[src/assert_macros.svh]
// Assertion macros used by the allocator datapath
`ifndef ASSERT_MACROS_SVH
`define ASSERT_MACROS_SVH
`ifndef ASSERT_OFF
`define ASSERT_CLKD(lbl, prop, msg) lbl: assert property (@(posedge clk) disable iff (!rst_n) \
  prop) else $error(msg);
`define ASSERT_NEVER(lbl, cond, msg) `ASSERT_CLKD(lbl, !(cond), msg)
`else
`define ASSERT_CLKD(lbl, prop, msg)
`define ASSERT_NEVER(lbl, cond, msg)
`endif
`endif

[src/ffha_pkg.sv]
// Shared constants, codes and controller/datapath types for the heap allocator
`default_nettype none
package ffha_pkg;
  localparam int MAX_CHUNKS   = 64;
  localparam int IDX_W        = $clog2(MAX_CHUNKS);
  localparam int CNT_W        = IDX_W + 1;
  localparam int PAGE_BYTES   = 4096;
  localparam int PAGE_SHIFT   = $clog2(PAGE_BYTES);
  localparam int HEADER_BYTES = 16;

  localparam int ADDR_W     = 32;
  localparam int REQ_W      = 24;
  localparam int LEN_IN_W   = REQ_W + 1;
  localparam int LEN_W      = 32;
  localparam int OFF_W      = 33;
  localparam int LIM_W      = 17;
  localparam int PAGES_W    = 18;
  localparam int STATUS_W   = 2;
  localparam int CFG_IDX_W  = 1;
  localparam int CFG_DATA_W = 32;
  localparam int IN_TDATA_W  = 56;
  localparam int OUT_TDATA_W = 88;

  localparam logic [ADDR_W-1:0] HEAP_BASE_RST  = 32'hE000_0000;
  localparam logic [LIM_W-1:0]  PAGE_LIMIT_RST = 17'h10000;

  localparam logic [CFG_IDX_W-1:0] REG_HEAP_BASE  = 1'b0;
  localparam logic [CFG_IDX_W-1:0] REG_PAGE_LIMIT = 1'b1;

  localparam logic OPC_ALLOC = 1'b0;
  localparam logic OPC_FREE  = 1'b1;

  typedef enum logic [STATUS_W-1:0] {
    ST_OK           = 2'd0,
    ST_TABLE_FULL   = 2'd1,
    ST_PAGE_LIMIT   = 2'd2,
    ST_UNKNOWN_ADDR = 2'd3
  } status_t;

  typedef enum logic [4:0] {
    OP_NONE, OP_LOAD, OP_SCAN_RD, OP_SCAN_EV, OP_A_HIT, OP_SHU_RD, OP_SHU_WR,
    OP_WR_REST, OP_WR_HEAD, OP_A_NEED, OP_A_APPEND, OP_ERR_FULL, OP_ERR_UNKNOWN,
    OP_F_HIT, OP_FS_RD, OP_FS_EV, OP_FP_RD, OP_FP_EV, OP_SHD_INIT, OP_SHD_RD,
    OP_SHD_WR, OP_FIN_WR, OP_TAIL, OP_EMIT
  } dp_op_t;

  typedef struct packed {
    dp_op_t op;
  } dp_cmd_t;

  typedef struct packed {
    logic op_free;
    logic k_end;
    logic full;
    logic hit;
    logic do_split;
    logic has_next;
    logic k_nonzero;
    logic shu_more;
    logic shd_more;
    logic nrem_nz;
    logic out_free;
  } dp_stat_t;
endpackage
`default_nettype wire

[src/first_fit_heap_allocator.sv]
// Top level of the first-fit heap allocator with coalescing
//
// Input words carry one operation: tuser selects allocate or free, tdata holds
// the request size and the address to release. Each accepted word yields one
// result word with the payload address, a status code, the heap top after the
// operation and the signed number of pages mapped or released.
// Operations run one at a time. A word reads each table entry that it scans,
// reads and writes back each entry moved when a chunk is split or entries are
// merged away, and passes through bookkeeping states. Entries scanned and
// entries moved together never exceed the table size. The chunk table memory,
// accessed one entry at a time, sets the pace of these steps.
// A finished result waits in an output register while the next word is taken.
// If the receiver stalls with a result pending, the next result holds in the
// block until the register drains, and no further word is accepted meanwhile.
// Reset empties the chunk table and sets the heap top to the default base.
// Writing heap_base while idle empties the table the same way.
`default_nettype none
module first_fit_heap_allocator (
  input  logic                                clk,
  input  logic                                rst_n,
  input  logic                                cfg_wr_en,
  input  logic [ffha_pkg::CFG_IDX_W-1:0]      cfg_index,
  input  logic [ffha_pkg::CFG_DATA_W-1:0]     cfg_wdata,
  input  logic                                in_tvalid,
  output logic                                in_tready,
  // request_bytes, release_addr
  input  logic [ffha_pkg::IN_TDATA_W-1:0]     in_tdata,
  // op
  input  logic                                in_tuser,
  output logic                                out_tvalid,
  input  logic                                out_tready,
  // block_addr, status, heap_top, pages_changed
  output logic [ffha_pkg::OUT_TDATA_W-1:0]    out_tdata
);
  import ffha_pkg::*;

  dp_cmd_t             cmd;
  dp_stat_t            stat;
  logic [ADDR_W-1:0]   out_addr, out_top;
  logic [STATUS_W-1:0] out_status;
  logic [PAGES_W-1:0]  out_pages;

  ffha_ctrl u_ctrl (
    .clk      (clk),
    .rst_n    (rst_n),
    .in_valid (in_tvalid),
    .in_ready (in_tready),
    .stat     (stat),
    .cmd      (cmd)
  );

  ffha_dp u_dp (
    .clk        (clk),
    .rst_n      (rst_n),
    .cfg_wr_en  (cfg_wr_en),
    .cfg_index  (cfg_index),
    .cfg_wdata  (cfg_wdata),
    .in_op      (in_tuser),
    .in_req     (in_tdata[REQ_W-1:0]),
    .in_addr    (in_tdata[REQ_W+ADDR_W-1:REQ_W]),
    .cmd        (cmd),
    .stat       (stat),
    .out_valid  (out_tvalid),
    .out_ready  (out_tready),
    .out_addr   (out_addr),
    .out_status (out_status),
    .out_top    (out_top),
    .out_pages  (out_pages)
  );

  assign out_tdata = {(OUT_TDATA_W - 2*ADDR_W - STATUS_W - PAGES_W)'(0),
                      out_pages, out_top, out_status, out_addr};
endmodule
`default_nettype wire

[src/ffha_ctrl.sv]
// Sequencer for scan, split, merge and shift steps of the heap allocator
`default_nettype none
module ffha_ctrl (
  input  logic               clk,
  input  logic               rst_n,
  input  logic               in_valid,
  output logic               in_ready,
  input  ffha_pkg::dp_stat_t stat,
  output ffha_pkg::dp_cmd_t  cmd
);
  import ffha_pkg::*;

  typedef enum logic [20:0] {
    S_IDLE     = 21'h000001,
    S_SCAN_RD  = 21'h000002,
    S_SCAN_EV  = 21'h000004,
    S_A_HIT    = 21'h000008,
    S_SHU_RD   = 21'h000010,
    S_SHU_WR   = 21'h000020,
    S_WR_REST  = 21'h000040,
    S_WR_HEAD  = 21'h000080,
    S_A_NEED   = 21'h000100,
    S_A_APPEND = 21'h000200,
    S_F_HIT    = 21'h000400,
    S_FS_RD    = 21'h000800,
    S_FS_EV    = 21'h001000,
    S_FP_RD    = 21'h002000,
    S_FP_EV    = 21'h004000,
    S_SHD_INIT = 21'h008000,
    S_SHD_RD   = 21'h010000,
    S_SHD_WR   = 21'h020000,
    S_FIN_WR   = 21'h040000,
    S_TAIL     = 21'h080000,
    S_EMIT     = 21'h100000
  } state_t;

  state_t state_r, state_nxt;

  assign in_ready = (state_r == S_IDLE);

  always_comb begin
    state_nxt = state_r;
    cmd.op    = OP_NONE;
    case (state_r)
      S_IDLE: begin
        if (in_valid) begin
          cmd.op    = OP_LOAD;
          state_nxt = S_SCAN_RD;
        end
      end
      S_SCAN_RD: begin
        if (!stat.k_end) begin
          cmd.op    = OP_SCAN_RD;
          state_nxt = S_SCAN_EV;
        end else if (stat.op_free) begin
          cmd.op    = OP_ERR_UNKNOWN;
          state_nxt = S_EMIT;
        end else if (stat.full) begin
          cmd.op    = OP_ERR_FULL;
          state_nxt = S_EMIT;
        end else begin
          state_nxt = S_A_NEED;
        end
      end
      S_SCAN_EV: begin
        cmd.op = OP_SCAN_EV;
        if (stat.hit) begin
          state_nxt = stat.op_free ? S_F_HIT : S_A_HIT;
        end else begin
          state_nxt = S_SCAN_RD;
        end
      end
      S_A_HIT: begin
        cmd.op    = OP_A_HIT;
        state_nxt = stat.do_split ? S_SHU_RD : S_WR_HEAD;
      end
      S_SHU_RD: begin
        if (stat.shu_more) begin
          cmd.op    = OP_SHU_RD;
          state_nxt = S_SHU_WR;
        end else begin
          state_nxt = S_WR_REST;
        end
      end
      S_SHU_WR: begin
        cmd.op    = OP_SHU_WR;
        state_nxt = S_SHU_RD;
      end
      S_WR_REST: begin
        cmd.op    = OP_WR_REST;
        state_nxt = S_WR_HEAD;
      end
      S_WR_HEAD: begin
        cmd.op    = OP_WR_HEAD;
        state_nxt = S_EMIT;
      end
      S_A_NEED: begin
        cmd.op    = OP_A_NEED;
        state_nxt = S_A_APPEND;
      end
      S_A_APPEND: begin
        cmd.op    = OP_A_APPEND;
        state_nxt = S_EMIT;
      end
      S_F_HIT: begin
        cmd.op    = OP_F_HIT;
        state_nxt = S_FS_RD;
      end
      S_FS_RD: begin
        if (stat.has_next) begin
          cmd.op    = OP_FS_RD;
          state_nxt = S_FS_EV;
        end else begin
          state_nxt = S_FP_RD;
        end
      end
      S_FS_EV: begin
        cmd.op    = OP_FS_EV;
        state_nxt = S_FP_RD;
      end
      S_FP_RD: begin
        if (stat.k_nonzero) begin
          cmd.op    = OP_FP_RD;
          state_nxt = S_FP_EV;
        end else begin
          state_nxt = S_SHD_INIT;
        end
      end
      S_FP_EV: begin
        cmd.op    = OP_FP_EV;
        state_nxt = S_SHD_INIT;
      end
      S_SHD_INIT: begin
        cmd.op    = OP_SHD_INIT;
        state_nxt = S_SHD_RD;
      end
      S_SHD_RD: begin
        if (stat.nrem_nz && stat.shd_more) begin
          cmd.op    = OP_SHD_RD;
          state_nxt = S_SHD_WR;
        end else begin
          state_nxt = S_FIN_WR;
        end
      end
      S_SHD_WR: begin
        cmd.op    = OP_SHD_WR;
        state_nxt = S_SHD_RD;
      end
      S_FIN_WR: begin
        cmd.op    = OP_FIN_WR;
        state_nxt = S_TAIL;
      end
      S_TAIL: begin
        cmd.op    = OP_TAIL;
        state_nxt = S_EMIT;
      end
      S_EMIT: begin
        if (stat.out_free) begin
          cmd.op    = OP_EMIT;
          state_nxt = S_IDLE;
        end
      end
      default: begin
        state_nxt = S_IDLE;
      end
    endcase
  end

  always_ff @(posedge clk) begin
    if (!rst_n) begin
      state_r <= S_IDLE;
    end else begin
      state_r <= state_nxt;
    end
  end
endmodule
`default_nettype wire

[src/ffha_dp.sv]
// Chunk table memory, heap registers and arithmetic of the heap allocator
`default_nettype none
`include "assert_macros.svh"
module ffha_dp (
  input  logic                               clk,
  input  logic                               rst_n,
  input  logic                               cfg_wr_en,
  input  logic [ffha_pkg::CFG_IDX_W-1:0]     cfg_index,
  input  logic [ffha_pkg::CFG_DATA_W-1:0]    cfg_wdata,
  input  logic                               in_op,
  input  logic [ffha_pkg::REQ_W-1:0]         in_req,
  input  logic [ffha_pkg::ADDR_W-1:0]        in_addr,
  input  ffha_pkg::dp_cmd_t                  cmd,
  output ffha_pkg::dp_stat_t                 stat,
  output logic                               out_valid,
  input  logic                               out_ready,
  output logic [ffha_pkg::ADDR_W-1:0]        out_addr,
  output logic [ffha_pkg::STATUS_W-1:0]      out_status,
  output logic [ffha_pkg::ADDR_W-1:0]        out_top,
  output logic [ffha_pkg::PAGES_W-1:0]       out_pages
);
  import ffha_pkg::*;

  localparam int SUM_W  = OFF_W + 1;
  localparam int NEED_W = SUM_W - PAGE_SHIFT;
  localparam int NP_W   = NEED_W + 1;
  localparam int NT_W   = SUM_W + 1;
  localparam int REL_W  = ADDR_W - PAGE_SHIFT;

  logic [LEN_W:0]   mem [MAX_CHUNKS];
  logic [LEN_W:0]   rd_q;
  logic             rd_en, wr_en;
  logic [IDX_W-1:0] rd_idx, wr_idx;
  logic [LEN_W:0]   wr_word;

  logic [ADDR_W-1:0]   base_r, top_r;
  logic [LIM_W-1:0]    limit_r;
  logic [CNT_W-1:0]    count_r, k_r, j_r;
  logic                out_valid_r;
  logic                op_r, split_r;
  logic [LEN_IN_W-1:0] len_r;
  logic [ADDR_W-1:0]   want_r;
  logic [OFF_W-1:0]    off_r;
  logic [LEN_W-1:0]    cur_len_r;
  logic [1:0]          nrem_r;
  logic [NEED_W-1:0]   need_r;
  logic [ADDR_W-1:0]   res_addr_r, out_addr_r, out_top_r;
  status_t             res_status_r;
  logic [STATUS_W-1:0] out_status_r;
  logic [PAGES_W-1:0]  res_pages_r, out_pages_r;

  logic [LEN_W-1:0]  rd_len, len_ext, rest;
  logic              rd_used;
  logic [CNT_W-1:0]  k_plus1, k_minus1, j_minus1, j_plus_n;
  logic [ADDR_W-1:0] top_off, pay_addr;
  logic              hit_alloc, hit_free;
  logic [SUM_W-1:0]  sum_a, diff_a;
  logic [NEED_W-1:0] need_nxt;
  logic [NP_W-1:0]   new_pages;
  logic [NT_W-1:0]   new_top;
  logic              pg_fail, tail;
  logic [ADDR_W-1:0] span;
  logic [REL_W-1:0]  released;

  assign rd_len   = rd_q[LEN_W:1];
  assign rd_used  = rd_q[0];
  assign len_ext  = LEN_W'(len_r);
  assign rest     = cur_len_r - len_ext;
  assign k_plus1  = k_r + 1'b1;
  assign k_minus1 = k_r - 1'b1;
  assign j_minus1 = j_r - 1'b1;
  assign j_plus_n = j_r + CNT_W'(nrem_r);
  assign top_off  = top_r - base_r;
  assign pay_addr = base_r + off_r[ADDR_W-1:0] + ADDR_W'(HEADER_BYTES);

  assign hit_alloc = !rd_used && (rd_len >= len_ext);
  assign hit_free  = rd_used && (pay_addr == want_r);

  assign sum_a    = SUM_W'(off_r) + SUM_W'(len_r);
  assign diff_a   = sum_a - SUM_W'(top_off) + SUM_W'(PAGE_BYTES - 1);
  assign need_nxt = (sum_a > SUM_W'(top_off)) ? diff_a[SUM_W-1:PAGE_SHIFT] : '0;

  assign new_pages = NP_W'(top_off[ADDR_W-1:PAGE_SHIFT]) + NP_W'(need_r);
  assign new_top   = NT_W'(top_off) + (NT_W'(need_r) << PAGE_SHIFT);
  assign pg_fail   = (new_pages > NP_W'(limit_r)) || (new_top[NT_W-1:ADDR_W] != '0);

  assign tail     = (k_plus1 == count_r);
  assign span     = (OFF_W'(top_off) >= off_r) ? (top_off - off_r[ADDR_W-1:0]) : '0;
  assign released = span[ADDR_W-1:PAGE_SHIFT];

  always_comb begin
    stat.op_free   = op_r;
    stat.k_end     = (k_r == count_r);
    stat.full      = (count_r >= CNT_W'(MAX_CHUNKS));
    stat.hit       = op_r ? hit_free : hit_alloc;
    stat.do_split  = ((rd_len - len_ext) > LEN_W'(HEADER_BYTES)) &&
                     (count_r < CNT_W'(MAX_CHUNKS));
    stat.has_next  = (k_plus1 < count_r);
    stat.k_nonzero = (k_r != '0);
    stat.shu_more  = (j_r > k_plus1);
    stat.shd_more  = (j_plus_n < count_r);
    stat.nrem_nz   = (nrem_r != 2'd0);
    stat.out_free  = !out_valid_r || out_ready;
  end

  always_comb begin
    rd_en   = 1'b0;
    rd_idx  = '0;
    wr_en   = 1'b0;
    wr_idx  = '0;
    wr_word = '0;
    case (cmd.op)
      OP_SCAN_RD: begin
        rd_en  = 1'b1;
        rd_idx = k_r[IDX_W-1:0];
      end
      OP_FS_RD: begin
        rd_en  = 1'b1;
        rd_idx = k_plus1[IDX_W-1:0];
      end
      OP_FP_RD: begin
        rd_en  = 1'b1;
        rd_idx = k_minus1[IDX_W-1:0];
      end
      OP_SHU_RD: begin
        rd_en  = 1'b1;
        rd_idx = j_minus1[IDX_W-1:0];
      end
      OP_SHD_RD: begin
        rd_en  = 1'b1;
        rd_idx = j_plus_n[IDX_W-1:0];
      end
      OP_SHU_WR, OP_SHD_WR: begin
        wr_en   = 1'b1;
        wr_idx  = j_r[IDX_W-1:0];
        wr_word = rd_q;
      end
      OP_WR_REST: begin
        wr_en   = 1'b1;
        wr_idx  = k_plus1[IDX_W-1:0];
        wr_word = {rest, 1'b0};
      end
      OP_WR_HEAD: begin
        wr_en   = 1'b1;
        wr_idx  = k_r[IDX_W-1:0];
        wr_word = {(split_r ? len_ext : cur_len_r), 1'b1};
      end
      OP_A_APPEND: begin
        wr_en   = !pg_fail;
        wr_idx  = count_r[IDX_W-1:0];
        wr_word = {len_ext, 1'b1};
      end
      OP_FIN_WR: begin
        wr_en   = 1'b1;
        wr_idx  = k_r[IDX_W-1:0];
        wr_word = {cur_len_r, 1'b0};
      end
      default: begin
        rd_en = 1'b0;
      end
    endcase
  end

  always_ff @(posedge clk) begin
    if (wr_en) begin
      mem[wr_idx] <= wr_word;
    end
    if (rd_en) begin
      rd_q <= mem[rd_idx];
    end
  end

  always_ff @(posedge clk) begin
    if (!rst_n) begin
      base_r      <= HEAP_BASE_RST;
      top_r       <= HEAP_BASE_RST;
      limit_r     <= PAGE_LIMIT_RST;
      count_r     <= '0;
      out_valid_r <= 1'b0;
    end else begin
      if (cfg_wr_en) begin
        case (cfg_index)
          REG_HEAP_BASE: begin
            base_r  <= cfg_wdata;
            top_r   <= cfg_wdata;
            count_r <= '0;
          end
          REG_PAGE_LIMIT: begin
            limit_r <= cfg_wdata[LIM_W-1:0];
          end
          default: begin
            limit_r <= limit_r;
          end
        endcase
      end
      if (cmd.op == OP_EMIT) begin
        out_valid_r <= 1'b1;
      end else if (out_valid_r && out_ready) begin
        out_valid_r <= 1'b0;
      end
      case (cmd.op)
        OP_WR_HEAD: begin
          if (split_r) begin
            count_r <= count_r + 1'b1;
          end
        end
        OP_A_APPEND: begin
          if (!pg_fail) begin
            count_r <= count_r + 1'b1;
            top_r   <= base_r + new_top[ADDR_W-1:0];
          end
        end
        OP_FIN_WR: begin
          count_r <= count_r - CNT_W'(nrem_r);
        end
        OP_TAIL: begin
          if (tail) begin
            count_r <= k_r;
            top_r   <= top_r - {released, PAGE_SHIFT'(0)};
          end
        end
        default: begin
        end
      endcase
    end
  end

  always_ff @(posedge clk) begin
    case (cmd.op)
      OP_LOAD: begin
        op_r         <= in_op;
        len_r        <= LEN_IN_W'(in_req) + LEN_IN_W'(HEADER_BYTES);
        want_r       <= in_addr;
        k_r          <= '0;
        off_r        <= '0;
        res_addr_r   <= '0;
        res_status_r <= ST_OK;
        res_pages_r  <= '0;
      end
      OP_SCAN_EV: begin
        if (!(op_r ? hit_free : hit_alloc)) begin
          off_r <= off_r + OFF_W'(rd_len);
          k_r   <= k_plus1;
        end
      end
      OP_A_HIT: begin
        cur_len_r <= rd_len;
        split_r   <= stat.do_split;
        j_r       <= count_r;
      end
      OP_SHU_WR: begin
        j_r <= j_minus1;
      end
      OP_WR_HEAD: begin
        res_addr_r <= pay_addr;
      end
      OP_A_NEED: begin
        need_r <= need_nxt;
      end
      OP_A_APPEND: begin
        if (pg_fail) begin
          res_status_r <= ST_PAGE_LIMIT;
        end else begin
          res_addr_r  <= pay_addr;
          res_pages_r <= PAGES_W'(need_r);
        end
      end
      OP_ERR_FULL: begin
        res_status_r <= ST_TABLE_FULL;
      end
      OP_ERR_UNKNOWN: begin
        res_status_r <= ST_UNKNOWN_ADDR;
      end
      OP_F_HIT: begin
        cur_len_r <= rd_len;
        nrem_r    <= 2'd0;
      end
      OP_FS_EV: begin
        if (!rd_used) begin
          cur_len_r <= cur_len_r + rd_len;
          nrem_r    <= 2'd1;
        end
      end
      OP_FP_EV: begin
        if (!rd_used) begin
          cur_len_r <= cur_len_r + rd_len;
          off_r     <= off_r - OFF_W'(rd_len);
          k_r       <= k_minus1;
          nrem_r    <= nrem_r + 2'd1;
        end
      end
      OP_SHD_INIT: begin
        j_r <= k_plus1;
      end
      OP_SHD_WR: begin
        j_r <= j_r + 1'b1;
      end
      OP_TAIL: begin
        if (tail) begin
          res_pages_r <= -PAGES_W'(released);
        end
      end
      OP_EMIT: begin
        out_addr_r   <= res_addr_r;
        out_status_r <= res_status_r;
        out_top_r    <= top_r;
        out_pages_r  <= res_pages_r;
      end
      default: begin
        op_r <= op_r;
      end
    endcase
  end

  assign out_valid  = out_valid_r;
  assign out_addr   = out_addr_r;
  assign out_status = out_status_r;
  assign out_top    = out_top_r;
  assign out_pages  = out_pages_r;

  `ASSERT_CLKD(a_count_range, count_r <= CNT_W'(MAX_CHUNKS), "chunk count above table size")
  `ASSERT_CLKD(a_top_paged, top_off[PAGE_SHIFT-1:0] == '0, "heap top off page grid")
  `ASSERT_CLKD(a_emit_free, (cmd.op == OP_EMIT) |-> stat.out_free, "result overwrites pending word")
  `ASSERT_CLKD(a_shift_range, (cmd.op == OP_SHU_WR) |-> (j_r <= count_r), "shift beyond table")
endmodule
`default_nettype wire
[config.mk]
export PLATFORM = sky130hd
export DESIGN_NAME = first_fit_heap_allocator
export DESIGN_NICKNAME = d
export VERILOG_FILES = /design/src/ffha_pkg.sv /design/src/first_fit_heap_allocator.sv /design/src/ffha_ctrl.sv /design/src/ffha_dp.sv
export VERILOG_INCLUDE_DIRS = /design/src /design/src/src
export SDC_FILE = /design/constraint.sdc
export NUM_CORES = 2
export LEC_CHECK = 0
export ABC_CLOCK_PERIOD_IN_PS = 10000
export BUFFER_PORTS_ARGS = -buffer_cell sky130_fd_sc_hd__buf_2
export CAP_MARGIN = 20
export CORE_AREA = 2 2 635 448
export CTS_BUF_LIST = sky130_fd_sc_hd__clkbuf_16
export CTS_CLUSTER_DIAMETER = 40
export CTS_CLUSTER_SIZE = 24
export DETAILED_ROUTE_END_ITERATION = 6
export DIE_AREA = 0 0 637 450
export PLACE_DENSITY = 0.57
export SKIP_LAST_GASP = 1
export SLEW_MARGIN = 5
export SYNTH_ARGS = -nofsm -noshare
export SYNTH_HDL_FRONTEND = slang
export SYNTH_HIERARCHICAL = 1
export SYNTH_SLANG_ARGS = --single-unit
[constraint.sdc]
create_clock -name clk -period 10 [get_ports clk]
set_input_delay 1 -clock clk [delete_from_list [all_inputs] [get_ports clk]]
set_output_delay 1 -clock clk [all_outputs]
set_load 0.05 [all_outputs]
==> impl_metrics.tcl <==
set metrics [dict create \
    outcome "finished with violations" \
    violations "design-rule violations" \
    hold_ws_ns 0.289 \
    synth_common_cells "edfxtp_1 (2,443), mux2i_1 (2,095), nand2_1 (480)" \
    cp_max_fo 24 \
    post-route-period-util_pct 94.7 \
    crit_family "compound AO/OA/AOI/OAI gates" \
    port_buffers 180 \
    synth_top_area_share_pct 58.3 \
    finalPower_w 0.0285 \
    grt_pass1_vias 75200 \
    fmax_ghz 0.106 \
    min_period_ns 9.47 \
    required_ns 10.75 \
    hold_violations 0 \
    ys_types 110 \
    drt-initial-drc-count 10300 \
    coreArea_sq_mm 0.280 \
    cts_root_buf "clkbuf_16" \
    holdBufCountCts 0 \
    grt_overflow 0 \
    cts_resized 0 \
    drt-pass1-iter-count 7 \
    hp-start "in_tdata[52]" \
    finalNetCount 10100 \
    critical_path_class "reg -> reg" \
    drt-vias-per-instance 5.96 \
    ys_seq_area_share_pct 60.1 \
    slowest_delay_ns 0.76 \
    grt_first_pass_wirelength_microns 553000 \
    vdd_drop_max_uv 178 \
    die_area_sq_mm 0.287 \
    pwr-share-seq_pct 41.6 \
    cts_buffers 322 \
    fin_ws_ns 0.528 \
    syn_area_sq_mm 0.126 \
    powerDensity_mw_per_mm2 197 \
    row_count 163 \
    synth.area.top_cells "edfxtp_1 (58%), mux2i_1 (17%), ha_1 (4.5%), dfxtp_1 (1.8%), nand2_1 (1.4%)" \
    postCtsSetupBuffers 0 \
    avgSynthCellArea_sq_um 13.8 \
    critPathLaunchType "flop" \
    internal-power_w 0.0204 \
    rsz0062_at_grt "no" \
    start_util_pct 44.9 \
    cts_sinks 2553 \
    die_h_microns 450 \
    crit_top_cell "a21oi_1" \
    wl_microns 393000 \
    relSlewSlack_pct 8.93 \
    ys.flop_type "edfxtp_1" \
    crit_buf_inv 3 \
    via_count 80500 \
    clkLatencyLatePin_ns 0.89 \
    design_area_sq_mm 0.144 \
    p_switching_w 0.00811 \
    post-dp-hpwl_microns 269000 \
    yosys.area.top_type "edfxtp_1" \
    final_layout_size_suffix_gt1_share_pct 12.2 \
    critPathSlowestCell "o311ai_0" \
    reg2reg_from "u_dp/base_r[1]$_SDFFE_PN0P_" \
    io_pins 185 \
    yosysMostFrequentCell "edfxtp_1" \
    ant_nets 0 \
    setup_tns_ns 0 \
    syn_to_final_growth_pct 14.8 \
    fin_skew_ns 0.0733 \
    worstSetupEndpointType "flop" \
    p_sw_share_pct 28.5 \
    num-fill-cells 23300 \
    dpl-instance-area_sq_mm 0.133 \
    clk_pin_slew_ns 0.07 \
    slew_violations 0 \
    cts_buffer_depth 4 \
    synth-async-reset-ratio_pct 0 \
    antenna_found_initial 47 \
    post-place-ws_ns 0.733 \
    p_comb_share_pct 16.7 \
    die_w_microns 637 \
    synthCells 9134 \
    gp_congestion 0.971 \
    cts_tree "yes" \
    p_leak_nw 51.3 \
    grt_max_degree 78 \
    tightest_slew_ns 1.36 \
    wl_per_cell_microns 29.1 \
    clkPwrFrac_pct 41.7 \
    htreeDepth 5 \
    cap_violations 0 \
    critPathArrivalTime_ns 10.23 \
    grt_usage_pct 26.7 \
    synth_seq_cells 2553 \
    critPathLaunch "u_dp/base_r[1]$_SDFFE_PN0P_" \
    ys_warn_count 6 \
    drc 2 \
    setup_viol 0 \
    synth_edf_count 2443 \
    hold_path_class "in -> reg" \
]
## path summary, 6_finish.rpt
check	end	slack (ns)	depth (start not counted)
worst max-delay path	u_dp/top_r[28]$_SDFF_PN0_	0.53	32
worst min-delay path	u_dp/want_r[28]$_DFFE_PP_	0.29	1
worst max register to register	u_dp/top_r[28]$_SDFF_PN0_	0.53	32
worst min register to register	u_dp/out_addr[19]$_DFFE_PP_	0.39	0
## sequential cells by signal, summed over array words and instances, names as in the netlist, 21 cells and up
name	count
u_dp/mem	2112
u_dp/off_r	33
u_dp/rd_q	33
u_dp/base_r	32
u_dp/cur_len_r	32
u_dp/out_addr	32
u_dp/out_top	32
u_dp/res_addr_r	32
u_dp/top_r	32
u_dp/want_r	32
u_dp/len_r	25
u_dp/need_r	22
u_ctrl/state_r	21
## area by class of cell
cell class / count / area (sq um) / area share, %
diodes: 12 / 30.0 / 0.0208
clock buffers: 329 / 8230 / 5.70
clock inverters: 255 / 2770 / 1.92
inverters: 310 / 1160 / 0.807
multi-input cells: 5890 / 48100 / 33.3
flip-flops and latches: 2553 / 75600 / 52.3
well taps: 3712 / 4640 / 3.22
repair buffers: 453 / 3900 / 2.70
## cells in the final DEF, fill, tap and decap left out, drive strengths merged, types with 19 or more instances in the layout
master,instances
nand2b,64
o21a,68
o21bai,28
buf,453
and2,32
edfxtp,2443
a211oi,55
nor2b,53
nor3,136
xor2,168
inv,414
o22ai,40
nand2,481
clkinv,92
dfxtp,110
a21oi,364
o21ai,262
and3,48
a222oi,30
bufinv,29
mux2i,2095
o211ai,44
nor4,40
a221oi,22
a21o,115
xnor2,196
ha,451
o31ai,26
a31oi,41
or3,41
clkinvlp,30
nand4,55
nor2,438
or2,19
fa,25
clkbuf,329
nand3,131
## power groups by stage
stage	clock, W	sequential (W)	combinational, W
floorplan	0	0.0120	0.00328
global placement	0	0.0121	0.00452
detailed placement	0	0.0121	0.00456
CTS	0.0121	0.0119	0.00459
global route	0.0125	0.0119	0.00514
finish	0.0119	0.0119	0.00475
## per-stage QoR
step                      instances  util (%)
after floorplan                9137         -
after global placement        12900      47.5
after detailed placement      12900      47.5
after CTS                     13500      51.4
after global routing          13500      51.5
final                         13500      51.5
## per-layer routing
metal  wire [microns]  up-vias  global-route usage, %  part of all wire (%)
met3            44400      467                   7.86                    11
li1                 -    35900                      -                     -
met5              146        -                      0                 0.037
met4             9350       22                   6.35                   2.4
met2           150000     3593                   34.6                    38
met1           189000    40600                   42.9                    48
## logic make-up after synthesis
kind of cell / after synthesis / synth area share, %
AO/OA/AOI/OAI: 1302 / 6.88
other: 1 / 0.00298
adder cells (fa/ha/maj): 476 / 4.88
buffers and inverters: 694 / 2.40
AND/OR/NAND/NOR: 1633 / 6.29
flip-flops: 2553 / 60.1
multiplexers: 2098 / 16.7
XOR/XNOR: 377 / 2.77
No activity file was read; power rests on OpenSTA's default activity.
